===== src/rtl/ngd_pkg.sv =====
`default_nettype none
package ngd_pkg;

  localparam int MAX_DIM_DEFAULT = 4096;

  localparam int CFG_W     = 13;
  localparam int CFG_IDX_W = 3;
  localparam int PIX_W     = 8;
  localparam int POS_W     = 12;
  localparam int IN_DATA_W  = 24;
  localparam int OUT_DATA_W = 32;

  localparam logic [CFG_IDX_W-1:0] REG_SOURCE_WIDTH  = 3'd0;
  localparam logic [CFG_IDX_W-1:0] REG_SOURCE_HEIGHT = 3'd1;
  localparam logic [CFG_IDX_W-1:0] REG_TARGET_WIDTH  = 3'd2;
  localparam logic [CFG_IDX_W-1:0] REG_TARGET_HEIGHT = 3'd3;
  localparam logic [CFG_IDX_W-1:0] REG_COLOR_MODE    = 3'd4;

  localparam logic [CFG_W-1:0] RST_SOURCE_WIDTH  = 13'd320;
  localparam logic [CFG_W-1:0] RST_SOURCE_HEIGHT = 13'd240;
  localparam logic [CFG_W-1:0] RST_TARGET_WIDTH  = 13'd96;
  localparam logic [CFG_W-1:0] RST_TARGET_HEIGHT = 13'd96;
  localparam logic             RST_COLOR_MODE    = 1'b1;

  localparam logic COLOR_GRAY = 1'b0;
  localparam logic COLOR_RGB  = 1'b1;

  // Luma weights in 16-bit fixed point; they sum to exactly 65536.
  localparam int LUMA_ACC_W = 24;
  localparam logic [15:0] LUMA_COEF_R = 16'd19595;
  localparam logic [15:0] LUMA_COEF_G = 16'd38470;
  localparam logic [15:0] LUMA_COEF_B = 16'd7471;

endpackage
`default_nettype wire


===== src/rtl/nearest_neighbor_gray_downscaler.sv =====
`default_nettype none
// Channel | Direction | Accepted when          | Payload
// in_     | in        | in_tvalid & in_tready  | tdata: red, green, blue
// out_    | out       | out_tvalid & out_tready| tdata: luma, out_col, out_row; tlast
// cfg_    | in        | cfg_valid & cfg_ready  | cfg_index, cfg_data
//
// One item per clock unless a stall blocks a kept pixel; taken, it is on out_ next cycle.
// The hit decision and the position counters live in one stage before the output register.
// Items that are dropped are taken even while the output register holds a stalled result.
// Reset (synchronous, rst_n low) restores the default sizes and restarts the frame.
// Any write to a known register also restarts the frame; cfg_ready is always high.
module nearest_neighbor_gray_downscaler #(
  parameter int MAX_DIM = ngd_pkg::MAX_DIM_DEFAULT
) (
  input  wire logic                              clk,
  input  wire logic                              rst_n,
  input  wire logic                              in_tvalid,
  output logic                                   in_tready,
  input  wire logic [ngd_pkg::IN_DATA_W-1:0]     in_tdata,   // red, green, blue
  output logic                                   out_tvalid,
  input  wire logic                              out_tready,
  output logic      [ngd_pkg::OUT_DATA_W-1:0]    out_tdata,  // luma, out_col, out_row
  output logic                                   out_tlast,  // frame_end
  input  wire logic                              cfg_valid,
  output logic                                   cfg_ready,
  input  wire logic [ngd_pkg::CFG_IDX_W-1:0]     cfg_index,
  input  wire logic [ngd_pkg::CFG_W-1:0]         cfg_data
);

  localparam int DIM_W  = $clog2(MAX_DIM + 1);
  localparam int SRC_W  = $clog2(MAX_DIM);
  localparam int SUM_W  = 2 * DIM_W;
  localparam int WIDE_W = (DIM_W > ngd_pkg::CFG_W) ? DIM_W : ngd_pkg::CFG_W;
  localparam logic [WIDE_W-1:0] MAX_WIDE = WIDE_W'(MAX_DIM);

  function automatic logic [DIM_W-1:0] clamp_dim(input logic [ngd_pkg::CFG_W-1:0] raw);
    logic [WIDE_W-1:0] w;
    w = WIDE_W'(raw);
    if (w == '0) begin
      w = WIDE_W'(1);
    end else if (w > MAX_WIDE) begin
      w = MAX_WIDE;
    end
    return DIM_W'(w);
  endfunction

  logic [ngd_pkg::CFG_W-1:0] src_w_r, src_h_r, tgt_w_r, tgt_h_r;
  logic                      color_mode_r;

  logic [SRC_W-1:0] src_col_r, src_col_nxt, src_row_r, src_row_nxt;
  logic [DIM_W-1:0] dst_col_r, dst_col_nxt, dst_row_r, dst_row_nxt;
  logic [SUM_W-1:0] col_src_sum_r, col_src_sum_nxt, col_dst_sum_r, col_dst_sum_nxt;
  logic [SUM_W-1:0] row_src_sum_r, row_src_sum_nxt, row_dst_sum_r, row_dst_sum_nxt;

  logic                         out_tvalid_r;
  logic [ngd_pkg::OUT_DATA_W-1:0] out_tdata_r;
  logic                         out_tlast_r;

  logic [DIM_W-1:0] sw, sh, tw, th, tw_raw, th_raw;
  logic [DIM_W-1:0] src_col_inc, src_row_inc, dst_col_inc, dst_row_inc;
  logic             col_hit, row_hit, hit, row_end, frame_wrap, frame_end;
  logic             in_acc, cfg_acc, cfg_known;
  logic [ngd_pkg::PIX_W-1:0] luma;

  assign sw     = clamp_dim(src_w_r);
  assign sh     = clamp_dim(src_h_r);
  assign tw_raw = clamp_dim(tgt_w_r);
  assign th_raw = clamp_dim(tgt_h_r);
  assign tw     = (tw_raw > sw) ? sw : tw_raw;
  assign th     = (th_raw > sh) ? sh : th_raw;

  assign src_col_inc = DIM_W'(src_col_r) + DIM_W'(1);
  assign src_row_inc = DIM_W'(src_row_r) + DIM_W'(1);
  assign dst_col_inc = dst_col_r + DIM_W'(1);
  assign dst_row_inc = dst_row_r + DIM_W'(1);

  assign col_hit    = (dst_col_r < tw) && (col_dst_sum_r < col_src_sum_r + SUM_W'(tw));
  assign row_hit    = (dst_row_r < th) && (row_dst_sum_r < row_src_sum_r + SUM_W'(th));
  assign hit        = col_hit && row_hit;
  assign row_end    = (src_col_inc >= sw);
  assign frame_wrap = row_end && (src_row_inc >= sh);
  assign frame_end  = (dst_col_inc == tw) && (dst_row_inc == th);

  assign in_tready = !out_tvalid_r || out_tready || !hit;
  assign in_acc    = in_tvalid && in_tready;
  assign cfg_ready = 1'b1;
  assign cfg_acc   = cfg_valid && cfg_ready;

  always_comb begin
    unique case (cfg_index) inside
      ngd_pkg::REG_SOURCE_WIDTH, ngd_pkg::REG_SOURCE_HEIGHT, ngd_pkg::REG_TARGET_WIDTH,
      ngd_pkg::REG_TARGET_HEIGHT, ngd_pkg::REG_COLOR_MODE: cfg_known = 1'b1;
      default: cfg_known = 1'b0;
    endcase
  end

  ngd_luma u_luma (
    .red        (in_tdata[7:0]),
    .green      (in_tdata[15:8]),
    .blue       (in_tdata[23:16]),
    .color_mode (color_mode_r),
    .luma       (luma)
  );

  always_comb begin
    src_col_nxt     = src_col_r;
    src_row_nxt     = src_row_r;
    dst_col_nxt     = dst_col_r;
    dst_row_nxt     = dst_row_r;
    col_src_sum_nxt = col_src_sum_r;
    col_dst_sum_nxt = col_dst_sum_r;
    row_src_sum_nxt = row_src_sum_r;
    row_dst_sum_nxt = row_dst_sum_r;
    if (cfg_acc && cfg_known) begin
      src_col_nxt     = '0;
      src_row_nxt     = '0;
      dst_col_nxt     = '0;
      dst_row_nxt     = '0;
      col_src_sum_nxt = '0;
      col_dst_sum_nxt = '0;
      row_src_sum_nxt = '0;
      row_dst_sum_nxt = '0;
    end else if (in_acc) begin
      if (hit) begin
        dst_col_nxt     = dst_col_inc;
        col_dst_sum_nxt = col_dst_sum_r + SUM_W'(sw);
      end
      if (!row_end) begin
        src_col_nxt     = SRC_W'(src_col_inc);
        col_src_sum_nxt = col_src_sum_r + SUM_W'(tw);
      end else begin
        src_col_nxt     = '0;
        dst_col_nxt     = '0;
        col_src_sum_nxt = '0;
        col_dst_sum_nxt = '0;
        if (frame_wrap) begin
          src_row_nxt     = '0;
          dst_row_nxt     = '0;
          row_src_sum_nxt = '0;
          row_dst_sum_nxt = '0;
        end else begin
          if (row_hit) begin
            dst_row_nxt     = dst_row_inc;
            row_dst_sum_nxt = row_dst_sum_r + SUM_W'(sh);
          end
          src_row_nxt     = SRC_W'(src_row_inc);
          row_src_sum_nxt = row_src_sum_r + SUM_W'(th);
        end
      end
    end
  end

  always_ff @(posedge clk) begin
    if (!rst_n) begin
      src_w_r       <= ngd_pkg::RST_SOURCE_WIDTH;
      src_h_r       <= ngd_pkg::RST_SOURCE_HEIGHT;
      tgt_w_r       <= ngd_pkg::RST_TARGET_WIDTH;
      tgt_h_r       <= ngd_pkg::RST_TARGET_HEIGHT;
      color_mode_r  <= ngd_pkg::RST_COLOR_MODE;
      src_col_r     <= '0;
      src_row_r     <= '0;
      dst_col_r     <= '0;
      dst_row_r     <= '0;
      col_src_sum_r <= '0;
      col_dst_sum_r <= '0;
      row_src_sum_r <= '0;
      row_dst_sum_r <= '0;
      out_tvalid_r  <= 1'b0;
    end else begin
      if (cfg_acc) begin
        unique case (cfg_index)
          ngd_pkg::REG_SOURCE_WIDTH:  src_w_r      <= cfg_data;
          ngd_pkg::REG_SOURCE_HEIGHT: src_h_r      <= cfg_data;
          ngd_pkg::REG_TARGET_WIDTH:  tgt_w_r      <= cfg_data;
          ngd_pkg::REG_TARGET_HEIGHT: tgt_h_r      <= cfg_data;
          ngd_pkg::REG_COLOR_MODE:    color_mode_r <= cfg_data[0];
          default: ;
        endcase
      end
      src_col_r     <= src_col_nxt;
      src_row_r     <= src_row_nxt;
      dst_col_r     <= dst_col_nxt;
      dst_row_r     <= dst_row_nxt;
      col_src_sum_r <= col_src_sum_nxt;
      col_dst_sum_r <= col_dst_sum_nxt;
      row_src_sum_r <= row_src_sum_nxt;
      row_dst_sum_r <= row_dst_sum_nxt;
      if (in_acc && hit) begin
        out_tvalid_r <= 1'b1;
      end else if (out_tready) begin
        out_tvalid_r <= 1'b0;
      end
    end
  end

  always_ff @(posedge clk) begin
    if (in_acc && hit) begin
      out_tdata_r <= {ngd_pkg::POS_W'(dst_row_r), ngd_pkg::POS_W'(dst_col_r), luma};
      out_tlast_r <= frame_end;
    end
  end

  assign out_tvalid = out_tvalid_r;
  assign out_tdata  = out_tdata_r;
  assign out_tlast  = out_tlast_r;

endmodule
`default_nettype wire


===== src/rtl/ngd_luma.sv =====
`default_nettype none
module ngd_luma (
  input  wire logic [ngd_pkg::PIX_W-1:0] red,
  input  wire logic [ngd_pkg::PIX_W-1:0] green,
  input  wire logic [ngd_pkg::PIX_W-1:0] blue,
  input  wire logic                      color_mode,
  output logic      [ngd_pkg::PIX_W-1:0] luma
);

  logic [ngd_pkg::LUMA_ACC_W-1:0] prod_r;
  logic [ngd_pkg::LUMA_ACC_W-1:0] prod_g;
  logic [ngd_pkg::LUMA_ACC_W-1:0] prod_b;
  logic [ngd_pkg::LUMA_ACC_W-1:0] acc;

  assign prod_r = ngd_pkg::LUMA_ACC_W'(red)   * ngd_pkg::LUMA_ACC_W'(ngd_pkg::LUMA_COEF_R);
  assign prod_g = ngd_pkg::LUMA_ACC_W'(green) * ngd_pkg::LUMA_ACC_W'(ngd_pkg::LUMA_COEF_G);
  assign prod_b = ngd_pkg::LUMA_ACC_W'(blue)  * ngd_pkg::LUMA_ACC_W'(ngd_pkg::LUMA_COEF_B);
  assign acc    = prod_r + prod_g + prod_b;

  always_comb begin
    case (color_mode)
      ngd_pkg::COLOR_RGB: luma = acc[ngd_pkg::LUMA_ACC_W-1 -: ngd_pkg::PIX_W];
      default:            luma = red;
    endcase
  end

endmodule
`default_nettype wire


===== config.mk =====
export PLATFORM = sky130hd
export DESIGN_NAME = nearest_neighbor_gray_downscaler
export DESIGN_NICKNAME = d
export VERILOG_FILES = /design/src/rtl/ngd_pkg.sv /design/src/rtl/nearest_neighbor_gray_downscaler.sv /design/src/rtl/ngd_luma.sv
export SDC_FILE = /design/constraint.sdc
export NUM_CORES = 1
export LEC_CHECK = 0
export BUFFER_PORTS_ARGS = -buffer_cell sky130_fd_sc_hd__clkbuf_2
export CAP_MARGIN = 20
export CORE_AREA = 2 2 278 280
export DETAILED_ROUTE_END_ITERATION = 10
export DIE_AREA = 0 0 280 282
export PLACE_DENSITY = 0.57
export SETUP_SLACK_MARGIN = 0.15
export SYNTH_ARGS = -nofsm -noshare
export SYNTH_HDL_FRONTEND = slang
export SYNTH_HIERARCHICAL = 1
export SYNTH_SLANG_ARGS = --single-unit

===== constraint.sdc =====
create_clock -name clk -period 7.7 [get_ports clk]
set_clock_uncertainty 0.2 [all_clocks]
set_input_delay 0.385 -clock clk [delete_from_list [all_inputs] [get_ports clk]]
set_output_delay 0.385 -clock clk [all_outputs]
set_load 0.02 [all_outputs]

Yosys cells after proc, flatten, opt, wreduce, memory -nomap -nowiden
Index checks and enable logic that the tools add are counted.
{"block": "op_classes", "n_addsub": 10, "mul": 3, "n_lt_le_gt_ge": 12, "n_eq_ne": 6, "muxes": 26, "bitwise": 1, "reduce_logical": 30}
{"op": "$mux 13", "n": 14}
{"op": "$mux 26", "n": 6}
{"op": "$add 26x13->26", "n": 4}
{"op": "$gt 13x13->1 const B", "n": 4}
{"op": "$logic_not 13->1", "n": 4}
{"op": "$lt 26x26->1", "n": 2}
{"op": "$mul 8x15->23 const B", "n": 2}
{"op": "$add 12x1->13 const B", "n": 2}
{"op": "$add 13x1->13 const B", "n": 2}
{"op": "$eq 13x13->1", "n": 2}
{"op": "$ge 13x13->1", "n": 2}
{"op": "$gt 13x13->1", "n": 2}
{"op": "$lt 13x13->1", "n": 2}
{"op": "$add 23x24->24", "n": 1}
{"op": "$add 24x21->24", "n": 1}
{"op": "$mux 12", "n": 2}
{"op": "$mul 8x13->21 const B", "n": 1}
{"op": "$reduce_and 2->1", "n": 7}
{"op": "$logic_and 1x1->1", "n": 8}
{"op": "$mux 8", "n": 1}
{"op": "$eq 3x2->1 const B", "n": 2}
{"op": "$reduce_bool 2->1", "n": 3}
{"op": "$reduce_or 5->1", "n": 1}
{"op": "$eq 3x1->1 const B", "n": 1}
{"op": "other kinds (8)", "n": 12}
{"block": "totals", "reg_bits": 241, "input_bits": 45, "output_inout_bits": 36}

Depth between registers and ports, before layout
Gate-level depths: netlist of run 1.
{"block": "logic_depth", "depth_word": 14, "mapped_depth": 33, "depth_no_buf": 30}

By module
The synthesis of run 1 kept the hierarchy.
{"module": "nearest_neighbor_gray_downscaler", "instances": 1, "cells_per_inst": 2009, "area_each_um2": 16599.7}
{"module": "ngd_luma", "instances": 1, "cells_per_inst": 620, "area_each_um2": 6004.5}

Worst setup path after synthesis of run 1
No wires, ideal clock.
{"block": "synth_timing", "path_kind": "register to register", "startpoint": "register src_w_r[12] (netlist bit)", "endpoint": "register col_dst_sum_r[14]", "setup_ps": 120, "arrival_ps": 7663, "required_time_ps": 7380, "path_slack_ps": -283, "stages_incl_launch_ff": 31, "path_buffers": 3, "period_less_slack_ps": 7983, "cell_sequence": "dfxtp_1 -> inv_1 -> clkbuf_1 -> nand2_1 -> ha_1 -> a21oi_1 -> a21boi_0 -> o31ai_1 -> a31oi_1 -> buf_2 -> mux2i_1 -> inv_1 -> ha_1 -> and2_1 -> a31o_2 -> a311o_1 -> a21o_1 -> a21oi_1 -> nand2b_1 -> xor2_1 -> ha_1 -> a21o_1 -> a21oi_1 -> o22ai_1 -> a2111oi_0 -> nand3_1 -> nor3_2 -> clkbuf_1 -> nand3_1 -> xor2_1 -> nor2_1"}
{"block": "synth_via", "elab_chain_cells": 13}
{"element": "from (decl)", "line": "nearest_neighbor_gray_downscaler.sv:47", "rtl": "logic [ngd_pkg::CFG_W-1:0] src_w_r, src_h_r, tgt_w_r, tgt_h_r;"}
{"element": "from (signal assigned)", "line": "nearest_neighbor_gray_downscaler.sv:155", "rtl": "src_w_r <= ngd_pkg::RST_SOURCE_WIDTH;"}
{"element": "from (signal assigned)", "line": "nearest_neighbor_gray_downscaler.sv:172", "rtl": "ngd_pkg::REG_SOURCE_WIDTH: src_w_r <= cfg_data;"}
{"element": "$gt 13x13->1", "line": "nearest_neighbor_gray_downscaler.sv:41", "rtl": "end else if (w > MAX_WIDE) begin"}
{"element": "$mux 13", "line": "nearest_neighbor_gray_downscaler.sv:41"}
{"element": "$mux 13 (*)", "line": "nearest_neighbor_gray_downscaler.sv:39", "rtl": "if (w == '0) begin"}
{"element": "$gt 13x13->1", "line": "nearest_neighbor_gray_downscaler.sv:69", "rtl": "assign tw = (tw_raw > sw) ? sw : tw_raw;"}
{"element": "$mux 13", "line": "nearest_neighbor_gray_downscaler.sv:69"}
{"element": "$add 26x13->26", "line": "nearest_neighbor_gray_downscaler.sv:77", "rtl": "assign col_hit = (dst_col_r < tw) && (col_dst_sum_r < col_src_sum_r + SUM_W'(tw));"}
{"element": "$lt 26x26->1", "line": "nearest_neighbor_gray_downscaler.sv:77"}
{"element": "$logic_and 1x1->1", "line": "nearest_neighbor_gray_downscaler.sv:77"}
{"element": "$logic_and 1x1->1", "line": "nearest_neighbor_gray_downscaler.sv:79", "rtl": "assign hit = col_hit && row_hit;"}
{"element": "$logic_not 1->1", "line": "nearest_neighbor_gray_downscaler.sv:84", "rtl": "assign in_tready = !out_tvalid_r || out_tready || !hit;"}
{"element": "$logic_or 1x1->1", "line": "nearest_neighbor_gray_downscaler.sv:84"}
{"element": "$logic_and 1x1->1", "line": "nearest_neighbor_gray_downscaler.sv:85", "rtl": "assign in_acc = in_tvalid && in_tready;"}
{"element": "$reduce_and 2->1 (no source line)"}
{"element": "to (signal assigned)", "line": "nearest_neighbor_gray_downscaler.sv:185", "rtl": "col_dst_sum_r <= col_dst_sum_nxt;"}
{"element": "to (decl)", "line": "nearest_neighbor_gray_downscaler.sv:52", "rtl": "logic [SUM_W-1:0] col_src_sum_r, col_src_sum_nxt, col_dst_sum_r, col_dst_sum_nxt;"}
Mark *: on every way between the ends. The rest lies on a longest branch, timed or not. The select of a mux whose other input is x is not followed.
A chain may end at the register's enable or synchronous reset.

Worst setup path in the final report of run 1
{"block": "layout_timing", "startpoint": "register src_w_r[12] (netlist bit)", "endpoint": "output in_tready"}
{"block": "layout_via", "elab_chain_cells": 11}
{"element": "$gt 13x13->1", "line": "nearest_neighbor_gray_downscaler.sv:41"}
{"element": "$mux 13", "line": "nearest_neighbor_gray_downscaler.sv:41"}
{"element": "$mux 13 (*)", "line": "nearest_neighbor_gray_downscaler.sv:39"}
{"element": "$gt 13x13->1", "line": "nearest_neighbor_gray_downscaler.sv:69"}
{"element": "$mux 13 (*)", "line": "nearest_neighbor_gray_downscaler.sv:69"}
{"element": "$add 26x13->26", "line": "nearest_neighbor_gray_downscaler.sv:77"}
{"element": "$lt 26x26->1", "line": "nearest_neighbor_gray_downscaler.sv:77"}
{"element": "$logic_and 1x1->1 (*)", "line": "nearest_neighbor_gray_downscaler.sv:77"}
{"element": "$logic_and 1x1->1 (*)", "line": "nearest_neighbor_gray_downscaler.sv:79"}
{"element": "$logic_not 1->1 (*)", "line": "nearest_neighbor_gray_downscaler.sv:84"}
{"element": "$logic_or 1x1->1 (*)", "line": "nearest_neighbor_gray_downscaler.sv:84"}
{"element": "to (decl)", "line": "nearest_neighbor_gray_downscaler.sv:18", "rtl": "output logic in_tready,"}
Mark *: on every way between the ends. The rest lies on a longest branch, timed or not.

==> results.yml, run 1 <==
clock_tree:
  clock_latency_ps: 580
  cts_buffers: 30
  clkSinkCount: 241
  cts_buffer_depth: 3
  root_buffer: "clkbuf_16"
  cts_tree: "built"
  path_clk_slew_ps: 60
  htree_levels: 1
detailed_routing:
  wl_per_cell_um: 16.42
  ant_nets: 0
  dr.pass1.iters: 5
  drc: 0
  via_per_inst: 4.975
  vias: 18845
  dr.first_iter.drc_count: 1124
  wl_um: 62190
die:
  die_y_um: 282
  num_io_pins: 81
  start_util_pct: 29.86
  dieArea_um2: 78960
  rows: 101
  core_region_area_um2: 75700
  die_w_um: 280
critical_path:
  required_ps: 7110
  cp_slowest_cell: "or3_4"
  worst_path_largest_cell_delay_ps: 410
  endpoint_kind: "output port"
  crit_path_start_kind: "register"
  path_class: "reg -> out"
  arrival_ps: 6810
  cp_num_buf_inv: 8
  path_delay_family: "compound AO/OA/AOI/OAI gates"
  cp_max_fo: 13
final_layout:
  stdcell_count: 3788
  n_antenna_cell: 0
  nets: 3293
  area_growth_pct: 17.63
  final_layout_size_suffix_gt1_share_pct: 12.81
  fill_cells: 7810
sta:
  slew_headroom_pct: 41.16
  finalSetupViolations: 0
  drv_slew: 0
  period_share_pct: 96.00
  tns_ps: 0
  timing.fmax_mhz: 135.3
  tightest_slew_ps: 875.1
  finalHoldViolations: 0
  fin_crit_ps: 7392
  rsz0062_at_grt: "yes"
grt:
  grt_pass1_vias: 18336
  grt.total_usage_pct: 15.69
  grt_pass1_wl_um: 100500
  antenna_found_initial: 1
  grt_max_degree: 65
  gr-total-overflow: 0
synth:
  ys_ff_latch: 241
  post-synth-top-count-cell: "ha_1"
  syn_area_per_cell_um2: 8.598
  ys_types: 80
  syn_nets: 3136
  synth_common_cells: "ha_1, inv_1, nand2_1"
  synthTopCellsByArea: "ha_1, dfxtp_1, fa_1"
  synth-edff-count: 33
  synth.cell_area_um2: 22600
  async_flop_share_pct: 0
  ys_seq_area_share_pct: 22.81
  ys_warn_count: 6
  synth_ff_type: "dfxtp_1"
  synth_top_cell_by_area: "ha_1"
  yosys.area.top_type_share_pct: 18.82
  synthCells: 2629
power:
  pwr-share-seq_pct: 21.6
  leakage_uw: 0.01209
  p_int_uw: 4121
  combPwrFrac_pct: 57.2
  netSwitchingPower_uw: 2818
  swShare_pct: 40.61
  peakVddDrop_mv: 0.2930
  clockPowerShare_pct: 21.2
  finalPower_uw: 6939
  powerDensity_nw_per_um2: 261.0
placed_design:
  hpwl_um: 47960
  port_buffers: 79
  gp_congestion: 0.8556
  dp_cells: 3686
flow_run:
  cap_violations: 0
status:
  status: "finished clean"
worst_hold_path:
  min_path_type: "in -> reg"
-- worst reg2reg max path, delay by kind of cell (launching register included) --
family                   cells  cell delay, ps
AO/OA/AOI/OAI               13            3030
AND/OR/NAND/NOR              7             960
adder cells (fa/ha/maj)      3             880
XOR/XNOR                     1              80
buffers and inverters        6            1050
flip-flops                   1             490
multiplexers                 1             220
-- kinds of logic after synthesis --
| kind of cell | synth area share [%] |
|---|---|
| simple gates | 17.88 |
| compound gates | 15.91 |
| fa+ha+maj | 29.62 |
| buf+inv | 6.283 |
| flops | 22.81 |
| xor+xnor | 6.222 |
| mux | 1.256 |
| other cells | 0.01659 |
-- cell usage in the layout, fill, tap and decap left out, drive strengths merged, types with 35 or more instances in the layout --
cell type	count
a21oi	222
o21ai	102
fa	122
clkbuf	116
ha	340
nor2	137
nor3	56
a21o	46
a21boi	46
xor2	80
dfxtp	208
nand2	231
xnor2	78
nand3	92
buf	117
and3	49
nand3b	35
inv	282
-- final cells by class --
cell class                      instances  area (µm²)  area share (%)
Clock inverter                         18       183.9          0.6917
Multi-Input combinational cell       2021       16590           62.40
Tap cell                              978        1224           4.602
Sequential cell                       241        5157           19.40
Clock buffer                           38       842.1           3.167
Inverter                              281        1055           3.967
Timing Repair Buffer                  211        1535           5.774
-- metal layers --
layer	global-route usage, %	routed length (µm)	vias to the layer above
li1	-	-	9534
met1	23.21	31360	8913
met2	24.70	27240	346
met3	1.956	2776	50
met4	2.345	798	2
met5	0	12	-
-- final timing paths --
path                                                      from                        endpoint  slack, ps  depth (start not counted)
worst min register to register  col_src_sum_r[11]$_SDFFE_PP0P_  col_src_sum_r[11]$_SDFFE_PP0P_        270                          2
worst max register to register        tgt_h_r[12]$_SDFFE_PN0P_   row_dst_sum_r[6]$_SDFFE_PP0P_        710                         31
worst max-delay path                  src_w_r[12]$_SDFFE_PN0P_                       in_tready        310                         30
worst min-delay path                                 in_tvalid      src_col_r[11]$_SDFFE_PP0P_         30                          3
-- sequential cells by signal (all words and copies together) (netlist names) --
register / flops
src_col_r: 12
out_tdata: 32
src_h_r: 13
row_dst_sum_r: 26
row_src_sum_r: 26
src_row_r: 12
tgt_w_r: 13
out_tvalid: 1
dst_col_r: 13
src_w_r: 13
dst_row_r: 13
out_tlast: 1
color_mode_r: 1
tgt_h_r: 13
col_dst_sum_r: 26
col_src_sum_r: 26
-- stage by stage --
step,hold slack [ps],setup WS (ps),area [µm²],utilization (%)
2_1_floorplan,236.2,283.9,22610,-
3_3_place_gp,246.7,218.8,24610,32.51
3_5_place_dp,253.5,134.7,24620,32.53
4_1_cts,12.17,164.1,26020,34.38
5_1_grt,69.16,-28.22,26590,35.13
6_report,30.57,308.1,26590,35.13
-- repair_timing --
item,4_1_cts,5_1_grt
buffers inserted,4,23
hold endpoints to repair,53,8
setup endpoints to repair,1,111
resized for setup,39,67
hold buffers,15,1
gates cloned,1,1
pin swaps,6,32
-- power groups by stage --
stage / combinational [µW] / sequential [µW] / clock [µW]
final: 3970 / 1500 / 1470
after global routing: 4590 / 1510 / 1570
after CTS: 3980 / 1500 / 1510
after detailed placement: 3910 / 1530 / 0
after global placement: 3880 / 1530 / 0
after floorplan: 2870 / 1560 / 0
Note: power is estimated with default switching activity, not from simulation.
==> run 2, diff against run 1 <==
- CORE_AREA: 2 2 278 280 -> 2 2 288 290
- DIE_AREA: 0 0 280 282 -> 0 0 290 292
- PLACE_DENSITY: 0.57 -> 0.54
==> run 2 against run 1 <==
  * Worst hold slack lost 4.2 ps
  * Sequential cell count unchanged
  * Setup slack improved by 7.8 ps
  * Design area up 0.23%
  * Die area grew 7.2%
  * Clock power increased by 19%
  * First-iteration DRC count fell by 7.1%
  * Global-route usage down 0.93 points
  * Sequential power hardly changed
  * Via count fell by 0.32%
  * Critical path type unchanged
==> results.yml, run 2 (synthesis gave the netlist of run 1 again) <==
die:
  start_util_pct: 27.71
  die_y_um: 292
  core_region_area_um2: 81580
  die_w_um: 290
  num_io_pins: 81
  rows: 105
  dieArea_um2: 84680
detailed_routing:
  ant_nets: 0
  drc: 0
  wl_um: 62430
  vias: 18785
  dr.first_iter.drc_count: 1044
  via_per_inst: 4.864
  dr.pass1.iters: 5
  wl_per_cell_um: 16.17
sta:
  timing.fmax_mhz: 135.4
  period_share_pct: 95.90
  finalHoldViolations: 0
  setup_ws_ps: 315.9
  worst_hold_slack_ps: 26.34
  slew_headroom_pct: 42.00
  fin_crit_ps: 7384
  finalSetupViolations: 0
  drv_slew: 0
  tns_ps: 0
  rsz0062_at_grt: "yes"
  tightest_slew_ps: 862.6
power:
  pwr-share-seq_pct: 20.8
  swShare_pct: 38.99
  combPwrFrac_pct: 54.9
  powerDensity_nw_per_um2: 270.3
  p_int_uw: 4395
  leakage_uw: 0.01212
  finalPower_uw: 7203
  netSwitchingPower_uw: 2808
  clockPowerShare_pct: 24.3
  peakVddDrop_mv: 0.3390
grt:
  grt.total_usage_pct: 14.76
  grt_pass1_wl_um: 102100
  grt_pass1_vias: 18520
  antenna_found_initial: 0
  gr-total-overflow: 0
  grt_max_degree: 91
status:
  status: "finished clean"
final_layout:
  fill_cells: 8495
  seqCellArea_um2: 5157
  largest_reg_flops: 32
  multi_input_area_um2: 16430
  nets: 3273
  area_growth_pct: 17.90
  stdcell_count: 3862
  final_cell_mix: "ha_1, inv_1, nand2_1"
  layout_commonest_cell: "ha_1"
  final_layout_size_suffix_gt1_share_pct: 11.54
placed_design:
  post-place-ws_ps: 10.52
  dp_cells: 3769
  hpwl_um: 48780
  gp_congestion: 0.8500
  port_buffers: 79
critical_path:
  required_ps: 7110
  endpoint_kind: "output port"
  crit_top_cell: "buf_4"
  crit_path_start_kind: "register"
  arrival_ps: 6800
  worst_path_largest_cell_delay_ps: 430
  cp_max_fo: 10
  cp_slowest_cell: "a311o_4"
  path_class: "reg -> out"
clock_tree:
  htree_levels: 1
  root_buffer: "clkbuf_16"
  clock_latency_ps: 590
  cts_buffer_depth: 3
  cts_buffers: 31
  clkSinkCount: 241
  cts_tree: "built"
  path_clk_slew_ps: 60
flow_run:
  cap_violations: 0
worst_hold_path:
  min_path_type: "in -> reg"
[run 2: cell types whose count changed in the layout (fill, tap and decap cells not counted), sizes merged]
cell	delta
buf	-21
bufinv	+8
clkinv	-8
clkinvlp	+1
diode	+1
dlygate4sd3	-1
inv	+2
[run 2: timing repair]
item                       CTS  global route
setup endpoints to repair    7           181
pin swaps                    5            13
setup buffers                7            10
resized for setup           29            50
hold endpoints to repair    53             0
hold buffers                15             0
gates cloned                 0             1
[run 2: power groups by stage]
stage	sequential [µW]	clock (µW)	combinational [µW]
after floorplan	1560	0	2870
final	1500	1750	3960
after detailed placement	1530	0	3910
after CTS	1500	1790	3980
after global routing	1500	1840	4630
after global placement	1530	0	3870
[run 2: final timing paths]
path	from	endpoint	slack (ps)	cells past startpoint
worst max-delay path	src_h_r[12]$_SDFFE_PN0P_	in_tready	320	30
worst min-delay path	out_tready	out_tvalid$_SDFFE_PN0P_	30	3
worst max register to register	src_h_r[12]$_SDFFE_PN0P_	dst_col_r[2]$_SDFFE_PP0P_	530	33
worst min register to register	row_src_sum_r[0]$_SDFFE_PP0P_	row_src_sum_r[0]$_SDFFE_PP0P_	260	2
[run 2: metal layers]
layer	track usage, %	wire length, µm	vias to the layer above
met2	23.39	27020	356
li1	-	-	9465
met5	0	0	-
met4	3.011	1322	0
met1	21.40	31370	8907
met3	1.857	2719	57
[run 2: final cells by class]
type | instances | area share [%]
Multi-Input combinational cell | 2021 | 61.64
Sequential cell | 241 | 19.35
Timing Repair Buffer | 190 | 5.390
Tap cell | 1070 | 5.023
Inverter | 281 | 3.967
Clock buffer | 37 | 3.113
Clock inverter | 21 | 1.502
Antenna cell | 1 | 0.009390
[run 2: stage by stage]
stage | cell area [µm²] | utilization (%)
2_1_floorplan | 22610 | -
3_3_place_gp | 24690 | 30.27
3_5_place_dp | 24690 | 30.27
4_1_cts | 26220 | 32.14
5_1_grt | 26650 | 32.66
6_report | 26650 | 32.67
[run 2: critical path: cells and delay by family (launching register included)]
family	cells	cell delay, ps
muxes	1	260
DFF	1	310
AOI/OAI and AO/OA	11	2200
adders and majority gates	3	840
xor gates and xnor gates	1	170
buffers and inverters	7	1100
and+or+nand+nor	7	1340
